<file path="src/rtl/assert_macros.svh">
// Assertion macros for the datapath; clocked on clk, quiet during rst.
`ifndef ASSERT_MACROS_SVH
`define ASSERT_MACROS_SVH

// Same-cycle implication.
`define STT_ASSERT(lbl, ante, cons, msg) \
  lbl: assert property (@(posedge clk) disable iff (rst) (ante) |-> (cons)) \
    else $error(msg);

// Next-cycle implication.
`define STT_ASSERT_NEXT(lbl, ante, cons, msg) \
  lbl: assert property (@(posedge clk) disable iff (rst) (ante) |=> (cons)) \
    else $error(msg);

`endif

</file>
<file path="src/rtl/stt_pkg.sv">
// Shared types and constants for the sparse triplet transpose block.
`timescale 1ns / 1ps

package stt_pkg;

  localparam int MAX_TERMS = 64;
  localparam int MAX_DIM   = 64;

  localparam int TAW   = $clog2(MAX_TERMS);      // term store address width
  localparam int CAW   = $clog2(MAX_DIM);        // column table address width
  localparam int IDX_W = ((TAW > CAW) ? TAW : CAW) + 1;
  localparam int CNT_W = TAW + 1;                // holds 0..MAX_TERMS
  localparam int DIM_W = 7;
  localparam int VAL_W = 32;

  // Configuration register indexes
  localparam logic CFG_SRC_ROWS = 1'b0;
  localparam logic CFG_SRC_COLS = 1'b1;

  typedef struct packed {
    logic [DIM_W-1:0]        row;
    logic [DIM_W-1:0]        col;
    logic signed [VAL_W-1:0] value;
    logic                    last;
  } item_t;

  typedef struct packed {
    logic [DIM_W-1:0]        out_row;
    logic [DIM_W-1:0]        out_col;
    logic signed [VAL_W-1:0] out_value;
    logic                    end_of_run;
    logic                    dropped;
  } result_t;

  typedef struct packed {
    logic [DIM_W-1:0]        row;
    logic [DIM_W-1:0]        col;
    logic signed [VAL_W-1:0] value;
  } term_t;

  // Controller to datapath
  typedef struct packed {
    logic load;
    logic clr_sweep;
    logic cnt_wr;
    logic pre;
    logic sc_wr;
    logic emit;
    logic idx_clr;
    logic idx_inc;
    logic run_clr;
  } cmd_t;

  // Datapath to controller
  typedef struct packed {
    logic count_zero;
    logic idx_last;
    logic clr_done;
    logic pre_done;
  } status_t;

endpackage

</file>
<file path="src/rtl/stt_ctrl.sv">
// Sequencer for the reset clear sweep and the load, count, prefix, scatter and emit passes.
`timescale 1ns / 1ps

module stt_ctrl (
  input  logic            clk,
  input  logic            rst,
  input  logic            start,
  input  logic            last,
  input  stt_pkg::status_t st,
  output stt_pkg::cmd_t    cmd,
  output logic            busy
);
  import stt_pkg::*;

  typedef enum logic [10:0] {
    S_CLEAR   = 11'b000_0000_0001,
    S_IDLE    = 11'b000_0000_0010,
    S_START   = 11'b000_0000_0100,
    S_CNT_RD  = 11'b000_0000_1000,
    S_CNT_COL = 11'b000_0001_0000,
    S_CNT_WR  = 11'b000_0010_0000,
    S_PRE     = 11'b000_0100_0000,
    S_SC_RD   = 11'b000_1000_0000,
    S_SC_SLOT = 11'b001_0000_0000,
    S_SC_WR   = 11'b010_0000_0000,
    S_EMIT    = 11'b100_0000_0000
  } state_t;

  state_t state, state_next;

  always_ff @(posedge clk) begin
    if (rst) begin
      state <= S_CLEAR;
    end else begin
      state <= state_next;
    end
  end

  assign busy = (state != S_IDLE);

  always_comb begin
    state_next = state;
    cmd        = '0;
    case (state)
      S_CLEAR: begin
        cmd.clr_sweep = 1'b1;
        if (st.clr_done) begin
          cmd.idx_clr = 1'b1;
          state_next  = S_IDLE;
        end else begin
          cmd.idx_inc = 1'b1;
        end
      end
      S_IDLE: begin
        if (start) begin
          cmd.load = 1'b1;
          if (last) state_next = S_START;
        end
      end
      S_START: begin
        cmd.idx_clr = 1'b1;
        if (st.count_zero) begin
          cmd.run_clr = 1'b1;
          state_next  = S_IDLE;
        end else begin
          state_next = S_CNT_RD;
        end
      end
      S_CNT_RD:  state_next = S_CNT_COL;
      S_CNT_COL: state_next = S_CNT_WR;
      S_CNT_WR: begin
        cmd.cnt_wr = 1'b1;
        if (st.idx_last) begin
          cmd.idx_clr = 1'b1;
          state_next  = S_PRE;
        end else begin
          cmd.idx_inc = 1'b1;
          state_next  = S_CNT_RD;
        end
      end
      S_PRE: begin
        cmd.pre = 1'b1;
        if (st.pre_done) begin
          cmd.idx_clr = 1'b1;
          state_next  = S_SC_RD;
        end else begin
          cmd.idx_inc = 1'b1;
        end
      end
      S_SC_RD:   state_next = S_SC_SLOT;
      S_SC_SLOT: state_next = S_SC_WR;
      S_SC_WR: begin
        cmd.sc_wr = 1'b1;
        if (st.idx_last) begin
          cmd.idx_clr = 1'b1;
          state_next  = S_EMIT;
        end else begin
          cmd.idx_inc = 1'b1;
          state_next  = S_SC_RD;
        end
      end
      S_EMIT: begin
        cmd.emit = 1'b1;
        if (st.idx_last) begin
          cmd.idx_clr = 1'b1;
          cmd.run_clr = 1'b1;
          state_next  = S_IDLE;
        end else begin
          cmd.idx_inc = 1'b1;
        end
      end
      default: state_next = S_CLEAR;
    endcase
  end

endmodule

</file>
<file path="config.mk">
export PLATFORM = sky130hd
export DESIGN_NAME = stt_ctrl
export DESIGN_NICKNAME = d
export VERILOG_FILES = /design/src/rtl/assert_macros.svh /design/src/rtl/stt_pkg.sv /design/src/rtl/stt_ctrl.sv
export SDC_FILE = /design/constraint.sdc
export NUM_CORES = 1
export LEC_CHECK = 0
export BUFFER_PORTS_ARGS = -buffer_cell sky130_fd_sc_hd__buf_2
export CORE_MARGIN = 3
export CORE_UTILIZATION = 55
export CTS_BUF_LIST = sky130_fd_sc_hd__clkbuf_2 sky130_fd_sc_hd__clkbuf_4 sky130_fd_sc_hd__clkbuf_8
export DETAILED_ROUTE_END_ITERATION = 16
export PLACE_DENSITY = 0.89
export SYNTH_ARGS = -nofsm -noshare
export SYNTH_HDL_FRONTEND = slang
export SYNTH_SLANG_ARGS = --single-unit
</file>
<file path="constraint.sdc">
create_clock -name clk -period 2.45 [get_ports clk]
set_input_delay 0.245 -clock clk [delete_from_list [all_inputs] [get_ports clk]]
set_output_delay 0.245 -clock clk [all_outputs]
set_load 0.005 [all_outputs]
</file>
## Yosys cells after proc, flatten, opt, wreduce, memory -nomap -nowiden

Cells that the tools add are included.

| operators by class | value |
|---|---|
| equal/unequal tests | 17 |
| multiplexer cells | 26 |
| reductions and logical operators | 2 |

Operators by type and width:

| operator | number |
|---|---|
| one-hot mux 11 bit (11 select lines) | 1 |
| two-way mux 11 bit | 6 |
| two-way mux 1 bit | 14 |
| == test 11 x 1 -> 1 bit (second input constant) | 1 |
| == test 11 x 10 -> 1 bit (second input constant) | 1 |
| == test 11 bit (second input constant) | 1 |
| == test 11 x 2 -> 1 bit (second input constant) | 1 |
| == test 11 x 3 -> 1 bit (second input constant) | 1 |
| == test 11 x 4 -> 1 bit (second input constant) | 1 |
| == test 11 x 5 -> 1 bit (second input constant) | 1 |
| == test 11 x 6 -> 1 bit (second input constant) | 1 |
| == test 11 x 7 -> 1 bit (second input constant) | 1 |
| == test 11 x 8 -> 1 bit (second input constant) | 1 |
| == test 11 x 9 -> 1 bit (second input constant) | 1 |
| != test 11 x 2 -> 1 bit (second input constant) | 1 |
| != test 2 bit (second input constant) | 5 |
| two-way mux 7 bit | 1 |
| AND reduction 5 bit | 1 |
| two-way mux 4 bit | 1 |
| one-hot mux 1 bit (4 select lines) | 1 |
| one-hot mux 1 bit (3 select lines) | 1 |
| OR reduction 3 bit | 1 |
| one-hot mux 1 bit (2 select lines) | 1 |

| word-level totals | value |
|---|---|
| flip-flop bits (word level) | 11 |
| input port bits | 8 |
| output and inout bits | 10 |

## Longest topological paths before layout

Gate-level depths: netlist of the first run.

| logic depth | value |
|---|---|
| depth after elaboration | 3 |
| gate-level depth with buffers | 7 |
| depth with buffers taken out | 5 |

## Worst setup path after synthesis of the first run

OpenSTA, ideal clock, no wires.

| timing | value |
|---|---|
| kind | register -> output |
| start point | reg state[1] |
| end point | out cmd[2] (netlist name) |
| data arrival time | 1733 ps |
| path slack | 472 ps |
| stages on the path, launching flop included | 7 |
| buffers on the path | 1 |
| cell sequence | dfxtp_1 buf_2 or4b_2 or3_1 inv_1 a21oi_1 o211ai_1 |

RTL lines:

| item | line | RTL |
|---|---|---|
| start: declaration | stt_ctrl.sv:29 | `state_t state, state_next;` |
| start signal: assignment | stt_ctrl.sv:35 | `state <= state_next;` |
| end: declaration | stt_ctrl.sv:10 | `output stt_pkg::cmd_t cmd,` |

==> results of run 1 <==
cell usage after synthesis, types with 2 or more instances:
cell      instances  area (um2)
a21oi_1           7        35.0
and4_1            4        35.0
buf_2             4        20.0
clkbuf_1          3        11.3
dfxtp_1          11         220
inv_1             6        22.5
nand2_1          11        41.3
nor2_1            7        26.3
nor2b_1           3        18.8
nor3_1            5        25.0
nor3b_1           2        15.0
nor4_1            8        50.1
o211ai_1          2        15.0
o21ai_0           4        20.0
or3_1             4        25.0
or4_1             3        22.5
or4b_2            4        40.0
xor2_1            2        17.5
power breakdown:
group | leakage, nW | switching (mW) | internal [mW]
Sequential | 0.0891 | 0.0146 | 0.186
Clock | 0.0177 | 0.0748 | 0.0607
Combinational | 0.287 | 0.0538 | 0.0522
Total | 0.393 | 0.143 | 0.299
logic make-up after synthesis:
kind of cell,count (synthesis),share of synthesized area
AOI/OAI and AO/OA,20,0.201
xor gates and xnor gates,3,0.0330
buffers and inverters,14,0.0816
and+or+nand+nor,55,0.408
DFF,11,0.276
worst max-delay path: stages, from the launching register on:
cell      delay [ps]
dfxtp_2          370
or4_1            580
or4_1            550
o221ai_1         190
buf_2            140
through the flow:
step,cells,utilization,total power [mW]
2_1_floorplan,103,-,0.272
3_5_place_dp,130,0.660,0.304
3_3_place_gp,130,0.660,0.300
5_1_grt,134,0.692,0.460
4_1_cts,134,0.681,0.431
6_report,134,0.692,0.443
final timing paths:
kind                            startpoint  endpoint  cells past startpoint
worst max-delay path              state[0]    cmd[1]                      4
worst min-delay path                   rst  state[6]                      2
worst max register to register    state[5]  state[4]                      4
worst min register to register    state[4]  state[5]                      1
cell type report:
cell class,count,area [um2]
Multi-Input combinational cell,78,524
Fill cell,103,410
Sequential cell,11,223
Timing Repair Buffer,20,108
Clock buffer,3,22.5
Inverter,6,22.5
Tap cell,15,18.8
Clock inverter,1,5.00
per-layer routing:
| metal | vias to the layer above | part of all wire | GRT usage |
|---|---|---|---|
| met4 | 0 | 0.045 | 0.157 |
| li1 | 416 | - | - |
| met3 | 13 | 0.089 | 0.0528 |
| met1 | 410 | 0.41 | 0.291 |
| met5 | - | 0 | 0 |
| met2 | 62 | 0.46 | 0.407 |
==> metrics.txt, run 1 <==
post-CTS setup repair buffer count 0; Ports 18; type of the worst min-delay path primary input to flip-flop; initial core utilization 0.598; CTS Sinks 11; initial antenna violation count 0; Placed Area 881 um2; Total Wirelength between 2000 and 2500 um; largest net degree at the start of global routing 12; Core Rows 13; insertion delay to the later sink of the worst-skew pair between 200 and 300 ps; IO buf count 17; CP Class flip-flop to output port; Layout area overhead 15.9%; number of synthesized register bits 11; number of hold violations in the final report 0; average vias per placed instance 6.72; commonest cells after routing, fill and taps aside buf_2 (17), nand2_1 (11), dfxtp_1 (9); fin crit period 2360 ps; final setup vio count 0; Clk Tree Root Cell clkbuf_4; number of global-route vias before repair 829; final worst slack ~86 ps; die span in x 44.1 um; mean area per synthesized cell a little under 8 um2; Async SR Flop Fraction 0; Hold Buf Count CTS 0; final net count 128; Worst setup EP type output port; layout cells sized above 1 0.303; DRT iter0 DRCs 40; Crit path required time 2200 ps; CTS Buffer Depth 2; Detail Route Antenna Nets 0; Slew Limit Headroom 0.567; synthesized cell area 797 um2; Num CTS Buffers 3; Vias 901; Final period util 0.965; Regs by FF count state x11; EDFF count, synth 0; Placer Congestion ~0.87; max reg flops 11; Slew @ Worst Pin around 640 ps; core area 1330 um2; Ant. Diodes 0; CTS clk-pin slew, worst paths about 80 ps; Pins Over Slew Limit 0; Ys Warns 0; WHS between 100 and 150 ps; Tot GR Track Use 0.248; unique cell type count in the Yosys netlist 31; Seq/Total Area, Yosys 0.276; Top reg by flops state; total iterations of the first detailed-routing run 4; Clock Skews 4.18 ps; first-pass GRT wire length 3570 um; Max-cap violations 0; Final Instance Area a little over 900 um2; setup_tns 0 ps; H-Tree Depth 1; total gr overflow 0; crit path max fanout 9; die height 44.1 um; Critical Path AT 2120 ps; outcome finished, final reports clean; leading cell type in the layout, fill and taps excluded buf_2; RSZ-0062 raised after global routing false; highest clock rate 423 MHz; DPL Wire Length 1560 um; syn nets about 110; pre-CTS WS roughly 340 ps; Mapped Cells a little over 100; DR WL/cell 15.8 um; P per Cell Area about 480 nW/um2; Residual DRC 0; Worst VDD drop 0.306 mV; flop2flop setup slack approximately 540 ps; cell leakage power around 0.39 nW; Startpoint Class flip-flop; CTS tree done; post-CTS resize count 0; ys flop type dfxtp_1; die area ~1900 um2
Note: power is estimated with default switching activity, not from simulation.
==> run 2, diff against run 1 <==
CORE_MARGIN = not set   (was 3)
==> run 2 against run 1 <==
Effect of this change:
- non-clock buffer count shrank 2
- combinational power is essentially flat
- register-to-register slack got worse by 60 ps
- maximum frequency is 1.0% lower
- die area shrank 17%
- clock power up 6%
- final area down 1.8%
- clock-buffer cell count is 1 higher
- highest routed layer unchanged
==> metrics.txt, run 2 (synthesis results as in run 1) <==
Clk Tree Root Cell clkbuf_4 (unchanged); final setup vio count 0 (unchanged); Top reg by flops state (unchanged); max reg flops 11 (unchanged); average vias per placed instance 6.61 (was 6.72); Placer Congestion 0.890 (was 0.869); leading cell type in the layout, fill and taps excluded buf_2 (unchanged); Slew @ Worst Pin 654 ps (was 644 ps); initial antenna violation count 0 (unchanged); Ant. Diodes 0 (unchanged); Residual DRC 0 (unchanged); Critical Path AT 2140 ps (was 2120 ps); fin crit period 2390 ps (was 2360 ps); Final period util 0.975 (was 0.965); DPL Wire Length 1550 um (was 1560 um); type of the worst min-delay path primary input to flip-flop (unchanged); DR WL/cell 16.1 um (was 15.8 um); CP Class flip-flop to output port (unchanged); largest net degree at the start of global routing 12 (unchanged); number of hold violations in the final report 0 (unchanged); die span in x 40.1 um (was 44.1 um); Pins Over Slew Limit 0 (unchanged); layout cells sized above 1 0.291 (was 0.303); Hold Buf Count CTS 0 (unchanged); setup_tns 0 ps (unchanged); Slew Limit Headroom 0.560 (was 0.567); cell leakage power 0.383 nW (was 0.393 nW); commonest cells after routing, fill and taps aside buf_2 (17), nand2_1 (11), dfxtp_1 (9) (unchanged); highest-delay cell along the critical path or4_1 (unchanged); insertion delay to the later sink of the worst-skew pair 280 ps (about the same); total gr overflow 0 (unchanged); H-Tree Depth 1 (unchanged); CTS clk-pin slew, worst paths 70 ps (was 80 ps); IO buf count 17 (unchanged); crit path max fanout 9 (unchanged); CTS Buffer Depth 2 (unchanged); Startpoint Class flip-flop (unchanged); total iterations of the first detailed-routing run 4 (unchanged); initial core utilization 0.605 (was 0.598); Vias 873 (was 901); Regs by FF count state x11 (unchanged); Worst VDD drop 0.411 mV (was 0.306 mV); Layout area overhead 13.8% (was 15.9%); number of global-route vias before repair 701 (was 829); die height 40.1 um (was 44.1 um); core area 1320 um2 (was 1330 um2); Core Rows 13 (unchanged); Tot GR Track Use 0.301 (was 0.248); CTS Sinks 11 (unchanged); Detail Route Antenna Nets 0 (unchanged); crit-path max cell delay 580 ps (about the same); die area 1610 um2 (was 1940 um2); Worst setup EP type output port (unchanged); Total Wirelength 2130 um (was 2110 um); RSZ-0062 raised after global routing false (unchanged); Clock Skews 1.31 ps (was 4.18 ps); final net count 126 (was 128); Pwr Total 451 uW (was 443 uW); Ports 18 (unchanged); outcome finished, final reports clean (unchanged); first-pass GRT wire length 3100 um (was 3570 um); DRT iter0 DRCs 39 (was 40); P per Cell Area 498 nW/um2 (was 479 nW/um2); highest clock rate 419 MHz (was 423 MHz); most used cell, CP or4_1 (unchanged); Num CTS Buffers 3 (unchanged); CTS tree done (unchanged); Crit path required time 2200 ps (about the same); Max-cap violations 0 (unchanged); worst path cell trace or4_1 > or4_1 > o221ai_1 > buf_2 (unchanged)
-- run 2: final timing paths --
check                           startpoint       end  slack (ps)  depth (start not counted)
worst min register to register    state[4]  state[5]         580                          1
worst max-delay path              state[0]    cmd[1]          60                          4
worst min-delay path                   rst  state[6]         160                          2
worst max register to register    state[8]  state[4]         480                          4
-- run 2: critical path: cells and delay by family, from the launching register on --
family,cells,cell delay (ps)
flip-flops,1,370
AO/OA/AOI/OAI,1,200
buffers and inverters,1,140
AND/OR/NAND/NOR,2,1150
-- run 2: where the power goes --
part           total [mW]  switching [mW]  internal [mW]
Sequential          0.200          0.0137          0.186
Combinational       0.107          0.0540         0.0528
Clock               0.144          0.0700         0.0744
-- run 2: area by class of cell --
class / count / area [um2]
Fill cell: 98 / 410
Tap cell: 15 / 18.8
Clock buffer: 4 / 30.0
Timing Repair Buffer: 18 / 92.6
Inverter: 6 / 22.5
Sequential cell: 11 / 223
Multi-Input combinational cell: 78 / 520
-- run 2: layer usage --
metal | share of wire | global-route usage | vias to the layer above
met3 | 0.069 | 0.0889 | 7
met2 | 0.46 | 0.456 | 46
met5 | 0 | 0 | -
li1 | - | - | 419
met4 | 0.020 | 0.198 | 0
met1 | 0.45 | 0.364 | 401
-- run 2: timing repair --
action,CTS,global route
buffers inserted,0,0
hold endpoints to repair,0,0
resized for setup,0,4
setup endpoints to repair,0,2
-- run 2: through the flow --
step / hold WS, ps / util / setup slack [ps] / std cells / area [um2]
after floorplan: 314 / - / 472 / 103 / 797
after global placement: 448 / 0.657 / 369 / 128 / 866
after detailed placement: 457 / 0.657 / 324 / 128 / 866
after CTS: 164 / 0.680 / 15.2 / 132 / 896
after global routing: 158 / 0.689 / 1.16 / 132 / 907
final: 160 / 0.689 / 61.4 / 132 / 907
==> run 3, diff against run 2 <==
==> constraint.sdc (replaced) <==
create_clock -name clk -period 2.45 [get_ports clk]
set_input_delay 0.245 -clock clk [delete_from_list [all_inputs] [get_ports clk]]
set_output_delay 0.245 -clock clk [all_outputs]
set_load 0.1 [all_outputs]
==> run 3 against run 2 <==
Effect of this change:
- the flow now finishes with violations (negative setup slack)
- total power grew 46%
- setup slack worse by 150 ps
- largest power group is now combinational logic
- register-to-register slack lost 130 ps
==> metrics.txt, run 3 (synthesis results as in run 1) <==
outcome finished with violations (was finished, final reports clean); failing checks negative setup slack; Slew Limit Headroom 0.675 (was 0.560); number of hold violations in the final report 0 (unchanged); Tot GR Track Use 0.375 (was 0.301); sw frac 0.406 (was 0.305); P per Cell Area 563 nW/um2 (was 498 nW/um2); worst path cell trace buf_6 > or4_4 > or4_4 > o211ai_1 > clkbuf_16 (was or4_1 > or4_1 > o221ai_1 > buf_2); final core utilization 0.887 (was 0.689); sequential power share 0.291 (was 0.443); Max-cap violations 0 (unchanged); register area 224 um2 (was 223 um2); average vias per placed instance 7.08 (was 6.61); Crit path required time 2200 ps (about the same); cell leakage power 0.479 nW (was 0.383 nW); Startpoint Class flip-flop (unchanged); core area 1320 um2 (unchanged); CTS clk-pin slew, worst paths 90 ps (was 70 ps); number of global-route vias before repair 849 (was 701); die span in x 40.1 um (unchanged); RSZ-0062 raised after global routing true (was false); fillers 59 (was 98); type of the worst min-delay path primary input to flip-flop (unchanged); initial core utilization 0.605 (unchanged); Hold Buf Count CTS 0 (unchanged); highest clock rate 394 MHz (was 419 MHz); Worst VDD drop 0.430 mV (was 0.411 mV); Num CTS Buffers 3 (unchanged); Ant. Diodes 0 (unchanged); dpl cells 136 (was 128); Final period util 1.04 (was 0.975); Regs by FF count state x11 (unchanged); fin crit period 2540 ps (was 2390 ps); first-pass GRT wire length 3900 um (was 3100 um); Clk Tree Root Cell clkbuf_4 (unchanged); CTS Buffer Depth 2 (unchanged); Worst setup EP type output port (unchanged); Pins Over Slew Limit 0 (unchanged); layout cells sized above 1 0.442 (was 0.291); Vias 1020 (was 873); Pint 391 uW (was 314 uW); non-filler cells, final 144 (was 132); Clock Skews 14.4 ps (was 1.31 ps); crit path max fanout 3 (was 9); highest-delay cell along the critical path or4_4 (was or4_1); final net count 138 (was 126); worst path buffer plus inverter count 2 (was 1); Layout area overhead 46.6% (was 13.8%); DPL Wire Length 1840 um (was 1550 um); die height 40.1 um (unchanged); DR WL/cell 19.9 um (was 16.1 um); Top reg by flops state (unchanged); area occupied by multi-input gates 579 um2 (was 520 um2); Slew @ Worst Pin 491 ps (was 654 ps); Total Wirelength 2870 um (was 2130 um); leading cell type in the layout, fill and taps excluded buf_4 (was buf_2); insertion delay to the later sink of the worst-skew pair 290 ps (was 280 ps); final worst slack -89.3 ps (was 61.4 ps); WHS 166 ps (was 160 ps); DRT iter0 DRCs 94 (was 39); initial antenna violation count 0 (unchanged); crit-path max cell delay 530 ps (was 580 ps); total iterations of the first detailed-routing run 5 (was 4); CP Class flip-flop to output port (unchanged); final setup vio count 2 (was 0); most used cell, CP or4_4 (was or4_1); die area 1610 um2 (unchanged); IO buf count 17 (unchanged); Placer Congestion 0.912 (was 0.890); switching power 267 uW (was 138 uW); H-Tree Depth 1 (unchanged); CTS tree done (unchanged); Detail Route Antenna Nets 0 (unchanged); Ports 18 (unchanged); part of the power in combinational logic 0.481 (was 0.237); Core Rows 13 (unchanged); Residual DRC 0 (unchanged); Critical Path AT 2290 ps (was 2140 ps); cell family with most CP delay simple AND/OR/NAND/NOR gates (unchanged); commonest cells after routing, fill and taps aside buf_4 (12), nand2_1 (10), buf_2 (9) (was buf_2 (17), nand2_1 (11), dfxtp_1 (9)); largest net degree at the start of global routing 12 (unchanged); pre-CTS WS 131 ps (was 324 ps); max reg flops 11 (unchanged); clock share of power 0.227 (was 0.320); CTS Sinks 11 (unchanged); total gr overflow 0 (unchanged)
==> run 3: cell count changes in the layout (fill, tap and decap cells not counted), sizes merged <==
cell / delta
clkbuf: +2
inv: -1
buf: +10
clkinvlp: +1
==> run 3: per-stage QoR <==
step | power [mW] | setup TNS (ps) | cell area [um2]
after floorplan | 0.381 | -2950 | 843
after global placement | 0.460 | 0 | 1060
after detailed placement | 0.467 | 0 | 1060
after CTS | 0.630 | -229 | 1130
after global routing | 0.671 | -201 | 1170
final | 0.658 | -99.1 | 1170
==> run 3: area by class of cell <==
| type | count | share of cell area |
|---|---|---|
| Sequential cell | 11 | 0.192 |
| Inverter | 6 | 0.0225 |
| Tap cell | 15 | 0.0161 |
| Multi-Input combinational cell | 78 | 0.496 |
| Timing Repair Buffer | 30 | 0.248 |
| Clock buffer | 4 | 0.0257 |
==> run 3: power by group through the flow <==
| stage | sequential, mW | clock [mW] | combinational, mW |
|---|---|---|---|
| after floorplan | 0.191 | 0 | 0.190 |
| after global placement | 0.192 | 0 | 0.268 |
| after detailed placement | 0.193 | 0 | 0.273 |
| after CTS | 0.192 | 0.142 | 0.297 |
| after global routing | 0.192 | 0.152 | 0.328 |
| final | 0.192 | 0.149 | 0.317 |
==> run 3: routing by layer <==
layer | GRT usage | vias to the layer above | wire length, um
li1 | - | 440 | -
met5 | 0 | - | 0
met3 | 0.0722 | 31 | 381
met4 | 0.216 | 0 | 176
met1 | 0.443 | 444 | 1030
met2 | 0.621 | 105 | 1280
==> run 3: path summary, 6_finish.rpt <==
kind         cells past startpoint       end  slack [ps]     start
max                              5    cmd[2]         -90  state[0]
min                              2  state[6]         170       rst
max reg2reg                      5  state[9]         350  state[4]
min reg2reg                      1  state[5]         580  state[4]
==> run 3: repair_timing <==
item,4_1_cts,5_1_grt
setup buffers,3,1
resized for setup,7,8
endpoints found under the setup margin,2,7
pin swaps,3,4
